===== src/rtl/circular_deque_top_assert.svh =====
// Assertion macros for the circular deque top level.
// Clocked on aclk, gated off while aresetn is low; empty when SYNTHESIS is set.
`ifndef CIRCULAR_DEQUE_TOP_ASSERT_SVH
`define CIRCULAR_DEQUE_TOP_ASSERT_SVH

`ifndef SYNTHESIS

`define CDQ_ASSERT_IMP(lbl, ante, cons) \
    lbl: assert property (@(posedge aclk) disable iff (!aresetn) (ante) |-> (cons)) \
        else $error("deque assertion failed (same cycle)");

`define CDQ_ASSERT_NXT(lbl, ante, cons) \
    lbl: assert property (@(posedge aclk) disable iff (!aresetn) (ante) |=> (cons)) \
        else $error("deque assertion failed (next cycle)");

`else

`define CDQ_ASSERT_IMP(lbl, ante, cons)

`define CDQ_ASSERT_NXT(lbl, ante, cons)

`endif

`endif


===== src/rtl/cdq_pkg.sv =====
// Shared constants, codes and types for the circular deque.
// No dependencies; imported by every module of the block.
`timescale 1ns / 1ps

package cdq_pkg;

    localparam int CAPACITY_DEF   = 64;
    localparam int DATA_WIDTH_DEF = 32;

    localparam int SIZE_W   = 7;
    localparam int KIND_W   = 3;
    localparam int STATUS_W = 2;

    localparam logic [SIZE_W-1:0] QUEUE_SIZE_RST = 7'd64;

    // request kinds
    localparam logic [KIND_W-1:0] KIND_PUSH_FRONT = 3'd0;
    localparam logic [KIND_W-1:0] KIND_PUSH_REAR  = 3'd1;
    localparam logic [KIND_W-1:0] KIND_POP_FRONT  = 3'd2;
    localparam logic [KIND_W-1:0] KIND_POP_REAR   = 3'd3;
    localparam logic [KIND_W-1:0] KIND_LIST_FWD   = 3'd4;
    localparam logic [KIND_W-1:0] KIND_LIST_BWD   = 3'd5;

    // result status
    localparam logic [STATUS_W-1:0] STAT_DONE  = 2'd0;
    localparam logic [STATUS_W-1:0] STAT_FULL  = 2'd1;
    localparam logic [STATUS_W-1:0] STAT_EMPTY = 2'd2;

    typedef enum logic [1:0] {
        ST_IDLE = 2'b01,
        ST_RUN  = 2'b10
    } cdq_state_t;

    typedef struct packed {
        logic                valid;
        logic [STATUS_W-1:0] status;
        logic                last;
    } cdq_res_t;

    // size in use: zero acts as one, anything above the capacity as the capacity
    function automatic logic [SIZE_W-1:0] size_clamp(input logic [SIZE_W-1:0] s,
                                                     input logic [SIZE_W-1:0] cap);
        logic [SIZE_W-1:0] r;
        r = s;
        if (r == '0) begin
            r = SIZE_W'(1);
        end
        if (r > cap) begin
            r = cap;
        end
        return r;
    endfunction

endpackage


===== src/rtl/circular_deque_top.sv =====
// Circular deque: a double-ended queue kept in a ring of RAM slots.
//
// Input stream s_*: one request word per handshake; s_tuser carries the
// request kind (push front/rear, pop front/rear, list forward/backward),
// s_tdata the value to push. Output stream m_*: result words; m_tuser is
// the status (done, full, empty), m_tdata the popped or listed element,
// m_tlast marks the final word of a request.
// Ring size is set through cfg_we/cfg_wdata; write it only while idle and
// empty. Zero acts as one, values above the capacity as the capacity.
// Push and refusals: result is registered at the accept edge, visible the
// next cycle; one request per cycle when the sink keeps up.
// Pop: slot read is registered; a new request waits until the pop is done.
// List of N elements: one word per cycle after the first read while the sink
// keeps up, paced by the single RAM read port.
// Reset (aresetn low, synchronous) empties the deque and sets size 64; no
// clearing pass, slots are undefined until pushed.
// When m_tready is low the output word holds, the list pauses and
// s_tready stays low until the output register frees up.
// Depends on cdq_pkg, cdq_ctrl, cdq_ram and circular_deque_top_assert.svh.
`timescale 1ns / 1ps
`include "circular_deque_top_assert.svh"

module circular_deque_top
    import cdq_pkg::*;
#(
    parameter int CAPACITY   = CAPACITY_DEF,
    parameter int DATA_WIDTH = DATA_WIDTH_DEF
) (
    input  logic                                   aclk,
    input  logic                                   aresetn,
    input  logic                                   s_tvalid,
    output logic                                   s_tready,
    input  logic [((DATA_WIDTH + 7) / 8) * 8-1:0]  s_tdata,   // value
    input  logic [KIND_W-1:0]                      s_tuser,   // kind
    output logic                                   m_tvalid,
    input  logic                                   m_tready,
    output logic [((DATA_WIDTH + 7) / 8) * 8-1:0]  m_tdata,   // element
    output logic [STATUS_W-1:0]                    m_tuser,   // status
    output logic                                   m_tlast,
    input  logic                                   cfg_we,
    input  logic [SIZE_W-1:0]                      cfg_wdata
);

    localparam int IDX_W   = (CAPACITY > 1) ? $clog2(CAPACITY) : 1;
    localparam int TDATA_W = ((DATA_WIDTH + 7) / 8) * 8;

    logic [SIZE_W-1:0]     size_reg, size_next;
    logic [SIZE_W-1:0]     size_use;
    logic                  mvalid_reg, mvalid_next;
    logic [DATA_WIDTH-1:0] elem_reg, elem_next;
    logic [STATUS_W-1:0]   status_reg, status_next;
    logic                  last_reg, last_next;
    logic                  out_free;

    cdq_res_t              res;
    logic [DATA_WIDTH-1:0] res_element;
    logic                  ram_we;
    logic [IDX_W-1:0]      ram_waddr, ram_raddr;
    logic [DATA_WIDTH-1:0] ram_wdata, ram_rdata;

    assign size_use = size_clamp(size_reg, SIZE_W'(CAPACITY));
    assign out_free = !mvalid_reg || m_tready;

    cdq_ctrl #(
        .DATA_WIDTH (DATA_WIDTH),
        .IDX_W      (IDX_W)
    ) u_ctrl (
        .aclk        (aclk),
        .aresetn     (aresetn),
        .s_valid     (s_tvalid),
        .s_ready     (s_tready),
        .s_kind      (s_tuser),
        .s_value     (s_tdata[DATA_WIDTH-1:0]),
        .size_use    (size_use),
        .out_free    (out_free),
        .res         (res),
        .res_element (res_element),
        .ram_we      (ram_we),
        .ram_waddr   (ram_waddr),
        .ram_wdata   (ram_wdata),
        .ram_raddr   (ram_raddr),
        .ram_rdata   (ram_rdata)
    );

    cdq_ram #(
        .DEPTH      (CAPACITY),
        .DATA_WIDTH (DATA_WIDTH),
        .ADDR_W     (IDX_W)
    ) u_ram (
        .aclk  (aclk),
        .we    (ram_we),
        .waddr (ram_waddr),
        .wdata (ram_wdata),
        .raddr (ram_raddr),
        .rdata (ram_rdata)
    );

    always_comb begin
        size_next   = cfg_we ? cfg_wdata : size_reg;
        mvalid_next = mvalid_reg && !m_tready;
        elem_next   = elem_reg;
        status_next = status_reg;
        last_next   = last_reg;
        if (res.valid) begin
            mvalid_next = 1'b1;
            elem_next   = res_element;
            status_next = res.status;
            last_next   = res.last;
        end
    end

    always_ff @(posedge aclk) begin
        if (!aresetn) begin
            size_reg   <= QUEUE_SIZE_RST;
            mvalid_reg <= 1'b0;
        end else begin
            size_reg   <= size_next;
            mvalid_reg <= mvalid_next;
        end
    end

    always_ff @(posedge aclk) begin
        elem_reg   <= elem_next;
        status_reg <= status_next;
        last_reg   <= last_next;
    end

    assign m_tvalid = mvalid_reg;
    assign m_tdata  = TDATA_W'(elem_reg);
    assign m_tuser  = status_reg;
    assign m_tlast  = last_reg;

    `CDQ_ASSERT_IMP(a_no_overwrite, res.valid, !mvalid_reg || m_tready)
    `CDQ_ASSERT_IMP(a_busy_when_held, mvalid_reg && !m_tready, !s_tready)
    `CDQ_ASSERT_IMP(a_refusal_shape, m_tvalid && (m_tuser != STAT_DONE),
                    m_tlast && (elem_reg == '0))
    `CDQ_ASSERT_NXT(a_pop_goes_busy,
                    s_tvalid && s_tready && !res.valid &&
                    ((s_tuser == KIND_POP_FRONT) || (s_tuser == KIND_POP_REAR)),
                    !s_tready)

endmodule


===== src/rtl/cdq_ram.sv =====
// Slot storage of the deque: one write port, one read port, registered read.
// Depends on cdq_pkg for its default depth and data width.
`timescale 1ns / 1ps

module cdq_ram
    import cdq_pkg::*;
#(
    parameter int DEPTH      = CAPACITY_DEF,
    parameter int DATA_WIDTH = DATA_WIDTH_DEF,
    parameter int ADDR_W     = 6
) (
    input  logic                  aclk,
    input  logic                  we,
    input  logic [ADDR_W-1:0]     waddr,
    input  logic [DATA_WIDTH-1:0] wdata,
    input  logic [ADDR_W-1:0]     raddr,
    output logic [DATA_WIDTH-1:0] rdata
);

    logic [DATA_WIDTH-1:0] mem [DEPTH];
    logic [DATA_WIDTH-1:0] rdata_reg;

    always_ff @(posedge aclk) begin
        if (we) begin
            mem[waddr] <= wdata;
        end
    end

    always_ff @(posedge aclk) begin
        rdata_reg <= mem[raddr];
    end

    assign rdata = rdata_reg;

endmodule


===== src/rtl/cdq_ctrl.sv =====
// Request sequencer of the deque: head/tail/empty state, push writes,
// pop and list reads out of cdq_ram. Uses cdq_pkg codes and types.
`timescale 1ns / 1ps

module cdq_ctrl
    import cdq_pkg::*;
#(
    parameter int DATA_WIDTH = DATA_WIDTH_DEF,
    parameter int IDX_W      = 6
) (
    input  logic                         aclk,
    input  logic                         aresetn,
    input  logic                         s_valid,
    output logic                         s_ready,
    input  logic [KIND_W-1:0]            s_kind,
    input  logic signed [DATA_WIDTH-1:0] s_value,
    input  logic [SIZE_W-1:0]            size_use,
    input  logic                         out_free,
    output cdq_res_t                     res,
    output logic [DATA_WIDTH-1:0]        res_element,
    output logic                         ram_we,
    output logic [IDX_W-1:0]             ram_waddr,
    output logic [DATA_WIDTH-1:0]        ram_wdata,
    output logic [IDX_W-1:0]             ram_raddr,
    input  logic [DATA_WIDTH-1:0]        ram_rdata
);

    cdq_state_t state_reg, state_next;
    logic [IDX_W-1:0]  head_reg, head_next;
    logic [IDX_W-1:0]  tail_reg, tail_next;
    logic              empty_reg, empty_next;
    logic [IDX_W-1:0]  ptr_reg, ptr_next;
    logic [IDX_W-1:0]  stop_reg, stop_next;
    logic [SIZE_W-1:0] cnt_reg, cnt_next;
    logic              single_reg, single_next;
    logic              fwd_reg, fwd_next;

    logic             acc;
    logic             full;
    logic             rear_side;
    logic             fin;
    logic [IDX_W-1:0] fw_head, fw_tail, bk_head, bk_tail, ptr_adv;

    function automatic logic [IDX_W-1:0] step_fwd(input logic [IDX_W-1:0] i,
                                                  input logic [SIZE_W-1:0] sz);
        logic [SIZE_W-1:0] nx;
        nx = SIZE_W'(i) + SIZE_W'(1);
        return (nx >= sz) ? '0 : IDX_W'(nx);
    endfunction

    function automatic logic [IDX_W-1:0] step_back(input logic [IDX_W-1:0] i,
                                                   input logic [SIZE_W-1:0] sz);
        logic [SIZE_W-1:0] pv;
        pv = sz - SIZE_W'(1);
        return (i == '0) ? IDX_W'(pv) : i - IDX_W'(1);
    endfunction

    assign s_ready   = (state_reg == ST_IDLE) && out_free;
    assign acc       = s_valid && s_ready;
    assign fw_head   = step_fwd(head_reg, size_use);
    assign fw_tail   = step_fwd(tail_reg, size_use);
    assign bk_head   = step_back(head_reg, size_use);
    assign bk_tail   = step_back(tail_reg, size_use);
    assign ptr_adv   = fwd_reg ? step_fwd(ptr_reg, size_use) : step_back(ptr_reg, size_use);
    assign full      = !empty_reg && (fw_tail == head_reg);
    assign rear_side = (s_kind == KIND_POP_REAR) || (s_kind == KIND_LIST_BWD);
    assign fin       = single_reg || (ptr_reg == stop_reg) ||
                       ((cnt_reg + SIZE_W'(1)) >= size_use);
    assign ram_wdata = s_value;

    always_comb begin
        state_next  = state_reg;
        head_next   = head_reg;
        tail_next   = tail_reg;
        empty_next  = empty_reg;
        ptr_next    = ptr_reg;
        stop_next   = stop_reg;
        cnt_next    = cnt_reg;
        single_next = single_reg;
        fwd_next    = fwd_reg;
        res         = '0;
        res_element = '0;
        ram_we      = 1'b0;
        ram_waddr   = '0;
        ram_raddr   = ptr_reg;
        unique case (state_reg)
            ST_IDLE: begin
                // read is launched in the accept cycle, data arrives in ST_RUN
                ram_raddr = rear_side ? tail_reg : head_reg;
                if (acc) begin
                    unique case (s_kind)
                        KIND_PUSH_FRONT, KIND_PUSH_REAR: begin
                            res.valid = 1'b1;
                            res.last  = 1'b1;
                            if (full) begin
                                res.status = STAT_FULL;
                            end else begin
                                res.status = STAT_DONE;
                                ram_we     = 1'b1;
                                empty_next = 1'b0;
                                if (empty_reg) begin
                                    head_next = '0;
                                    tail_next = '0;
                                    ram_waddr = '0;
                                end else if (s_kind == KIND_PUSH_FRONT) begin
                                    head_next = bk_head;
                                    ram_waddr = bk_head;
                                end else begin
                                    tail_next = fw_tail;
                                    ram_waddr = fw_tail;
                                end
                            end
                        end
                        KIND_POP_FRONT, KIND_POP_REAR, KIND_LIST_FWD, KIND_LIST_BWD: begin
                            if (empty_reg) begin
                                res.valid  = 1'b1;
                                res.last   = 1'b1;
                                res.status = STAT_EMPTY;
                            end else begin
                                state_next  = ST_RUN;
                                ptr_next    = rear_side ? tail_reg : head_reg;
                                stop_next   = rear_side ? head_reg : tail_reg;
                                cnt_next    = '0;
                                single_next = (s_kind == KIND_POP_FRONT) ||
                                              (s_kind == KIND_POP_REAR);
                                fwd_next    = !rear_side;
                                // pops retire the index now; the read uses the old one
                                if (s_kind == KIND_POP_FRONT || s_kind == KIND_POP_REAR) begin
                                    if (head_reg == tail_reg) begin
                                        empty_next = 1'b1;
                                        head_next  = '0;
                                        tail_next  = '0;
                                    end else if (s_kind == KIND_POP_FRONT) begin
                                        head_next = fw_head;
                                    end else begin
                                        tail_next = bk_tail;
                                    end
                                end
                            end
                        end
                        default: begin
                        end
                    endcase
                end
            end
            ST_RUN: begin
                // stalled: keep re-reading ptr_reg so the read data holds
                if (out_free) begin
                    res.valid   = 1'b1;
                    res.status  = STAT_DONE;
                    res.last    = fin;
                    res_element = ram_rdata;
                    if (fin) begin
                        state_next = ST_IDLE;
                    end else begin
                        ptr_next  = ptr_adv;
                        cnt_next  = cnt_reg + SIZE_W'(1);
                        ram_raddr = ptr_adv;
                    end
                end
            end
            default: begin
                state_next = ST_IDLE;
            end
        endcase
    end

    always_ff @(posedge aclk) begin
        if (!aresetn) begin
            state_reg <= ST_IDLE;
            head_reg  <= '0;
            tail_reg  <= '0;
            empty_reg <= 1'b1;
        end else begin
            state_reg <= state_next;
            head_reg  <= head_next;
            tail_reg  <= tail_next;
            empty_reg <= empty_next;
        end
    end

    always_ff @(posedge aclk) begin
        ptr_reg    <= ptr_next;
        stop_reg   <= stop_next;
        cnt_reg    <= cnt_next;
        single_reg <= single_next;
        fwd_reg    <= fwd_next;
    end

endmodule

===== config.mk =====
export PLATFORM = sky130hd
export DESIGN_NAME = circular_deque_top
export DESIGN_NICKNAME = d
export VERILOG_FILES = /design/src/rtl/cdq_pkg.sv /design/src/rtl/circular_deque_top.sv /design/src/rtl/cdq_ram.sv /design/src/rtl/cdq_ctrl.sv
export VERILOG_INCLUDE_DIRS = /design/src /design/src/rtl
export SDC_FILE = /design/constraint.sdc
export NUM_CORES = 2
export LEC_CHECK = 0
export BUFFER_PORTS_ARGS = -buffer_cell sky130_fd_sc_hd__buf_4
export CORE_ASPECT_RATIO = 0.7
export CORE_MARGIN = 2
export CORE_UTILIZATION = 55
export DETAILED_ROUTE_END_ITERATION = 6
export MAX_ROUTING_LAYER = met4
export PLACE_DENSITY = 0.83
export SLEW_MARGIN = 25
export SYNTH_ARGS = -nofsm -noshare
export SYNTH_HDL_FRONTEND = slang
export SYNTH_HIERARCHICAL = 1
export SYNTH_SLANG_ARGS = --single-unit

===== constraint.sdc =====
create_clock -name aclk -period 8.7 [get_ports aclk]
set_input_delay 0.87 -clock aclk [delete_from_list [all_inputs] [get_ports aclk]]
set_output_delay 0.87 -clock aclk [all_outputs]
set_load 0.05 [all_outputs]

## After elaboration in Yosys (flattened, before gate mapping)

Memory sizes are Yosys's and may differ from the RTL's. A register that Yosys moved wholly into a read port is not among the register bits.
Index checks and enable logic that the tools add are counted.

| cells by class | value |
|---|---|
| add/sub/neg operators | 8 |
| magnitude comparators | 5 |
| equality and inequality tests | 23 |
| muxes and demuxes | 70 |
| bitwise gates (word level) | 1 |
| reduce and logical (&&, ||, !) cells | 30 |

Operator list:

| cell | count |
|---|---|
| 6-bit two-way mux | 34 |
| 7-bit two-way mux | 7 |
| 6-bit case mux with 2 select lines | 4 |
| 7-bit >= comparator | 4 |
| 6-bit by 1-bit subtractor with 6-bit output (second input constant) | 4 |
| 6-bit by 1-bit adder with 7-bit output (second input constant) | 3 |
| 6-bit equality test | 3 |
| 6-bit logical NOT | 3 |
| 4-bit case mux with 2 select lines | 2 |
| 8-bit AND reduction | 2 |
| 7-bit case mux with 2 select lines | 1 |
| 1-bit two-way mux | 12 |
| 4-bit two-way mux | 3 |
| 4-bit AND reduction | 3 |
| 2-bit two-way mux | 5 |
| 2-bit != test (second input constant) | 5 |
| 2-bit by 1-bit != test with 1-bit output (second input constant) | 4 |
| 7-bit by 1-bit adder with 7-bit output (second input constant) | 1 |
| 7-bit > comparator (second input constant) | 1 |
| 7-bit logical NOT | 1 |
| 3-bit by 2-bit equality test with 1-bit output (second input constant) | 2 |
| 3-bit equality test (second input constant) | 2 |
| 3-bit by 1-bit != test with 1-bit output (second input constant) | 2 |
| 6-bit AND reduction | 1 |
| 17 further kinds | 28 |

| word-level totals | value |
|---|---|
| flip-flop bits (word level) | 79 |
| bits in writable memories | 2048 |
| input bits | 47 |
| output and inout bits | 37 |
| word-level logic and storage cells | 152 |
| memories kept | 1 |

Memory list:

| memory | depth | bits a word | read ports | clocked after Yosys merged registers in | write ports | line | source |
|---|---|---|---|---|---|---|---|
| u_ram.mem | 64 | 32 | 1 | 1 | 1 | cdq_ram.sv:20 | `logic [DATA_WIDTH-1:0] mem [DEPTH];` |

## Longest topological paths before layout

| depth | value |
|---|---|
| depth after elaboration | 14 |
| gate-level depth with buffers | 24 |
| gate-level depth less buffers | 18 |

## Hierarchy

Netlist, hierarchy kept.

By module, submodules not included:

| module | times used | cells each | area an instance (µm²) | sequential area each (µm²) |
|---|---|---|---|---|
| cdq_ram | 1 | 3511 | 79039.6 | 62139.6 |
| cdq_ctrl | 1 | 600 | 4690.7 | 930.9 |
| circular_deque_top | 1 | 70 | 1408.9 | 1211.2 |

## Worst setup path before layout

Ideal clock, no wire load.

| path | value |
|---|---|
| path kind | reg2reg |
| start | register size_reg[1] |
| end | memory u_ram/mem[28][0] (netlist name), enable pin |
| library setup time | 0.421 ns |
| arrival | 5.602 ns |
| data required time | 8.279 ns |
| path slack | 2.676 ns |
| cell stages (with the launch flop) | 19 |
| buffers on the path | 4 |
| cells stage by stage | dfxtp_1 -> or3_1 -> o41ai_2 -> ha_1 -> nor2b_1 -> o21ai_1 -> a21o_1 -> buf_6 -> a32o_1 -> o22ai_2 -> nor2_1 -> or3_1 -> buf_6 -> nor2_2 -> clkbuf_1 -> or3b_2 -> or2_2 -> clkbuf_1 -> nor2_1 |

| on the way | value |
|---|---|
| elaborated cells on any way between the ends | 22 |

RTL lines:

| what | line | source |
|---|---|---|
| start, declared | circular_deque_top.sv:47 | `logic [SIZE_W-1:0] size_reg, size_next;` |
| start signal, assigned | circular_deque_top.sv:117 | `size_reg <= size_next;` |
| 7-bit logical NOT | cdq_pkg.sv:45 | `if (r == '0) begin` |
| 7-bit two-way mux * | cdq_pkg.sv:45 |  |
| 7-bit > comparator | cdq_pkg.sv:48 | `if (r > cap) begin` |
| 7-bit two-way mux * | cdq_pkg.sv:48 |  |
| net size_use[0] | circular_deque_top.sv:48 | `logic [SIZE_W-1:0] size_use;` |
| 7-bit >= comparator / 6-bit by 1-bit subtractor with 6-bit output (equally long branches) | cdq_ctrl.sv:48, cdq_ctrl.sv:54 |  |
| 6-bit two-way mux (on tied branches) | cdq_ctrl.sv:48, cdq_ctrl.sv:55 |  |
| 6-bit equality test / 6-bit two-way mux (equally long branches) | cdq_ctrl.sv:65, cdq_ctrl.sv:105 |  |
| 1-bit logical AND / 6-bit two-way mux (equally long branches) | cdq_ctrl.sv:65, cdq_ctrl.sv:101 |  |
| 6-bit two-way mux * | cdq_ctrl.sv:95 | `if (full) begin` |
| 6-bit two-way mux * | cdq_ctrl.sv:91 | `unique case (s_kind)` |
| 6-bit two-way mux * | cdq_ctrl.sv:90 | `if (acc) begin` |
| 6-bit two-way mux * | cdq_ctrl.sv:86 | `unique case (state_reg)` |
| net ram_waddr[2] | circular_deque_top.sv:58 | `logic [IDX_W-1:0] ram_waddr, ram_raddr;` |
| end, declared | cdq_ram.sv:20 |  |

Mark *: on every way through the listed nets, which the timed path passes. The rest lies on a longest branch.

## Final worst setup path

| path | value |
|---|---|
| start | register size_reg[1] |
| end | register u_ram.rdata_reg[13], in the netlist u_ram/rdata[13], read port of u_ram.mem |

| on the way | value |
|---|---|
| cells in the longest elaborated chain, start to end | 10 |
| elaborated cells on any way between the ends | 14 |

Ends and longest elaborated chain:

| what | line | source |
|---|---|---|
| 7-bit logical NOT | cdq_pkg.sv:45 |  |
| 7-bit two-way mux * | cdq_pkg.sv:45 |  |
| 7-bit > comparator | cdq_pkg.sv:48 |  |
| 7-bit two-way mux * | cdq_pkg.sv:48 |  |
| net size_use[0] | circular_deque_top.sv:48 |  |
| 6-bit by 1-bit subtractor with 6-bit output / 7-bit >= comparator (equally long branches) | cdq_ctrl.sv:54, cdq_ctrl.sv:48 |  |
| 6-bit two-way mux (on tied branches) | cdq_ctrl.sv:55, cdq_ctrl.sv:48 |  |
| 6-bit two-way mux | cdq_ctrl.sv:64 | `assign ptr_adv = fwd_reg ? step_fwd(ptr_reg, size_use) : step_back(ptr_reg, size_use);` |
| 6-bit two-way mux * | cdq_ctrl.sv:153 | `if (fin) begin` |
| 6-bit two-way mux * | n/a |  |
| 6-bit case mux with 2 select lines * | cdq_ctrl.sv:86 |  |
| net ram_raddr[0] | circular_deque_top.sv:58 |  |
| end, declared | cdq_ram.sv:21 | `logic [DATA_WIDTH-1:0] rdata_reg;` |

Marks and branches as above.
A chain may end at the register's enable or synchronous reset.

==> summary.md <==
| Metric | Value |
|---|---|
| Post-CTS Hold Buffers | `0` |
| RSZ-0062 raised after global routing | `false` |
| Via count | `45700` |
| Cts repair resizes | `0` |
| F_max | `0.144 GHz` |
| IO Pins | `84` |
| Die area | `0.158 mm^2` |
| Initial antenna violation count | `8` |
| Worst rel slew slack | `21.6%` |
| Worst setup EP type | `flip-flop` |
| PortBufs | `83` |
| Syn Std Cell Area | `0.0851 mm^2` |
| Yosys top cell area share | `74.2%` |
| CTS clk-pin slew, worst paths | `0.07 ns` |
| CP max-delay cell | `a211oi_1` |
| Number of global-route vias before repair | `44800` |
| Setup TNS Final | `0 ns` |
| Skew final | `0.0271 ns` |
| Clock Latency Late Sink | `0.83 ns` |
| Worst setup margin | `1.74 ns` |
| Max-cap viol count | `0` |
| Syn. warnings | `6` |
| Post-synth net total | `4272` |
| Via-to-Cell Ratio | `6.99` |
| DP Cell Count | `6188` |
| Hold Path Class | `in2reg` |
| Sequential area share after synthesis | `75.5%` |
| Finished Layout Cells | `6537` |
| Synth area leaders | `edfxtp_1 74%, mux4_2 12%, mux2i_1 2.4%` |
| Iteration-0 DRC Markers | `7747` |
| CTS tree | `built` |
| CP Class | `reg2reg` |
| Status | `finished clean` |
| VDD IR max | `0.325 mV` |
| Critical path, cell by cell | `or3_1, o41ai_2, ha_1, nand2b_1, a21o_1, a211o_1, a211oi_2, a21boi_0, o21a_1, a221oi_1, a21oi_4, buf_12, buf_4, mux4_2, nor2b_1, a211oi_1, o21ai_0, and3_1` |
| Static Leak | `0.0294 uW` |
| Post-synthesis cell type count | `83` |
| Largest net degree at the start of global routing | `104` |
| First-pass GRT wire length | `325 mm` |
| GP Congestion | `0.933` |
| Syn_area_per_cell | `20.4 um^2` |
| Die span in y | `333 um` |
| Asr flop ratio synth | `0%` |
| P per Cell Area | `338 mW/mm^2` |
| Die width | `474 um` |
| Max Slew Vio Count | `0` |
| Arrival time at the worst endpoint | `7.66 ns` |
| Fin. Hold Viols | `0` |
| Nets | `4394` |
| Yosys top cell by area | `edfxtp_1` |
| Clock sink count | `2159` |
| Placeable Area | `0.153 mm^2` |
| WP data required | `9.40 ns` |
| Post-place setup slack | `1.61 ns` |
| Drt total wl | `229 mm` |
| Routed len/inst | `35.1 um` |
| Antenna-violating nets left | `0` |
| Cells after Synth | `4181` |
| Most frequent cells in the layout | `2104 x edfxtp_1, 446 x mux4_2, 206 x mux2i_1` |
| DRT Pass-1 Iters | `6` |
| Predominant post-synthesis flop cell | `edfxtp_1` |
| Root Driver | `clkbuf_16` |
| Drt drc | `0` |
| Area grow syn2layout | `11.1%` |
| Post-layout min period | `6.96 ns` |
| DPL Wire Length | `124 mm` |
| Final Setup Violations | `0` |
| Starting density of the core | `55.5%` |
| Leading cell type in the layout, fill and taps excluded | `edfxtp_1` |
| CP Max Fanout | `12` |
| Layout cell share with drive strength beyond 1 | `23.6%` |
| H-tree levels | `4` |
| Num CTS Buffers | `179` |
| Startpoint types | `flip-flop` |
| Worst path max stage delay | `0.80 ns` |
| Fin crit share | `80.0%` |
| Worst-Margin Slew | `1.18 ns` |
| Seq cells post-synth | `2159` |
| Fill count | `9910` |
| EDFF count, synth | `2104` |
| Max FFs per register | `2048` |
| Total GRT Usage | `29.8%` |
| # rows | `120` |
| Clk buf depth | `3` |
| Total grt overflow | `0` |
| Number of setup buffers added after CTS | `0` |
## area by class of cell
type | instances | area, um^2 | area share, %
Multi-Input combinational cell | 1702 | 19600 | 20.7
Clock inverter | 112 | 1060 | 1.13
Inverter | 43 | 161 | 0.171
Sequential cell | 2159 | 64300 | 68.0
Timing Repair Buffer | 218 | 2010 | 2.13
Antenna cell | 5 | 12.5 | 0.0132
Clock buffer | 224 | 4870 | 5.15
Tap cell | 2074 | 2590 | 2.74
## critical path, delay by kind of cell (launching register included)
family	cells	cell delay [ns]
mux	1	0.54
buf+inv	2	0.59
fa+ha+maj	1	0.35
compound gates	10	4.11
flops	1	0.32
simple gates	4	0.92
## where the power goes
group | switching (uW) | internal, uW
Sequential | 170 | 11600
Clock | 3770 | 4520
Combinational | 6920 | 5020
## kinds of logic (layout without fill, tap and decap cells)
family	Yosys count	after routing	synth area share, %
buffers and inverters	320	597	2.21
AND/OR/NAND/NOR	454	454	2.69
multiplexers	658	658	14.3
other	0	5	0
AO/OA/AOI/OAI	504	504	4.19
flip-flops	2159	2159	75.5
adder cells (fa/ha/maj)	44	44	0.647
XOR/XNOR	42	42	0.459
## Yosys cell counts (12+ instances only)
master	instances
a211oi_1	27
a21oi_1	69
a22o_1	13
a22oi_1	133
a311o_1	12
a31oi_1	25
and3_1	45
buf_2	62
buf_4	61
buf_6	36
clkbuf_1	99
dfxtp_1	55
edfxtp_1	2104
ha_1	44
inv_1	43
mux2i_1	206
mux4_2	446
nand2_1	70
nand2b_1	18
nand3_1	64
nor2_1	135
nor2b_1	32
nor3_1	20
o211ai_1	18
o21ai_0	56
o221ai_1	18
o22a_1	12
o22ai_1	44
xnor2_1	24
xor2_1	15
## final timing paths
check                    start         endpoint  slack (ns)  cells after the start
setup / recovery   size_reg[1]  u_ram/rdata[13]        1.74                     18
hold reg to reg    size_reg[0]      size_reg[0]        0.53                      2
setup reg to reg   size_reg[1]  u_ram/rdata[13]        1.74                     18
hold / removal    cfg_wdata[6]      size_reg[6]        0.28                      3
## through the flow
stage / area, um^2 / hold WS (ns) / utilization [%] / total power, uW
2_1_floorplan: 85100 / 0.484 / - / 20400
3_3_place_gp: 88400 / 0.509 / 57.7 / 23300
3_5_place_dp: 88400 / 0.520 / 57.7 / 23500
4_1_cts: 94300 / 0.238 / 61.5 / 31800
5_1_grt: 94600 / 0.283 / 61.7 / 32800
6_report: 94600 / 0.278 / 61.7 / 32000
## metal layers
layer / part of all wire (%) / track usage, % / vias to the layer above / wire [um]
met5: 0 / - / - / 0
met4: 3.7 / 11.3 / 0 / 8560
met3: 16 / 8.11 / 540 / 35800
met2: 45 / 43.1 / 4192 / 104000
met1: 35 / 40.9 / 23300 / 80600
li1: - / - / 17600 / -
Note: power is estimated with default switching activity, not from simulation.
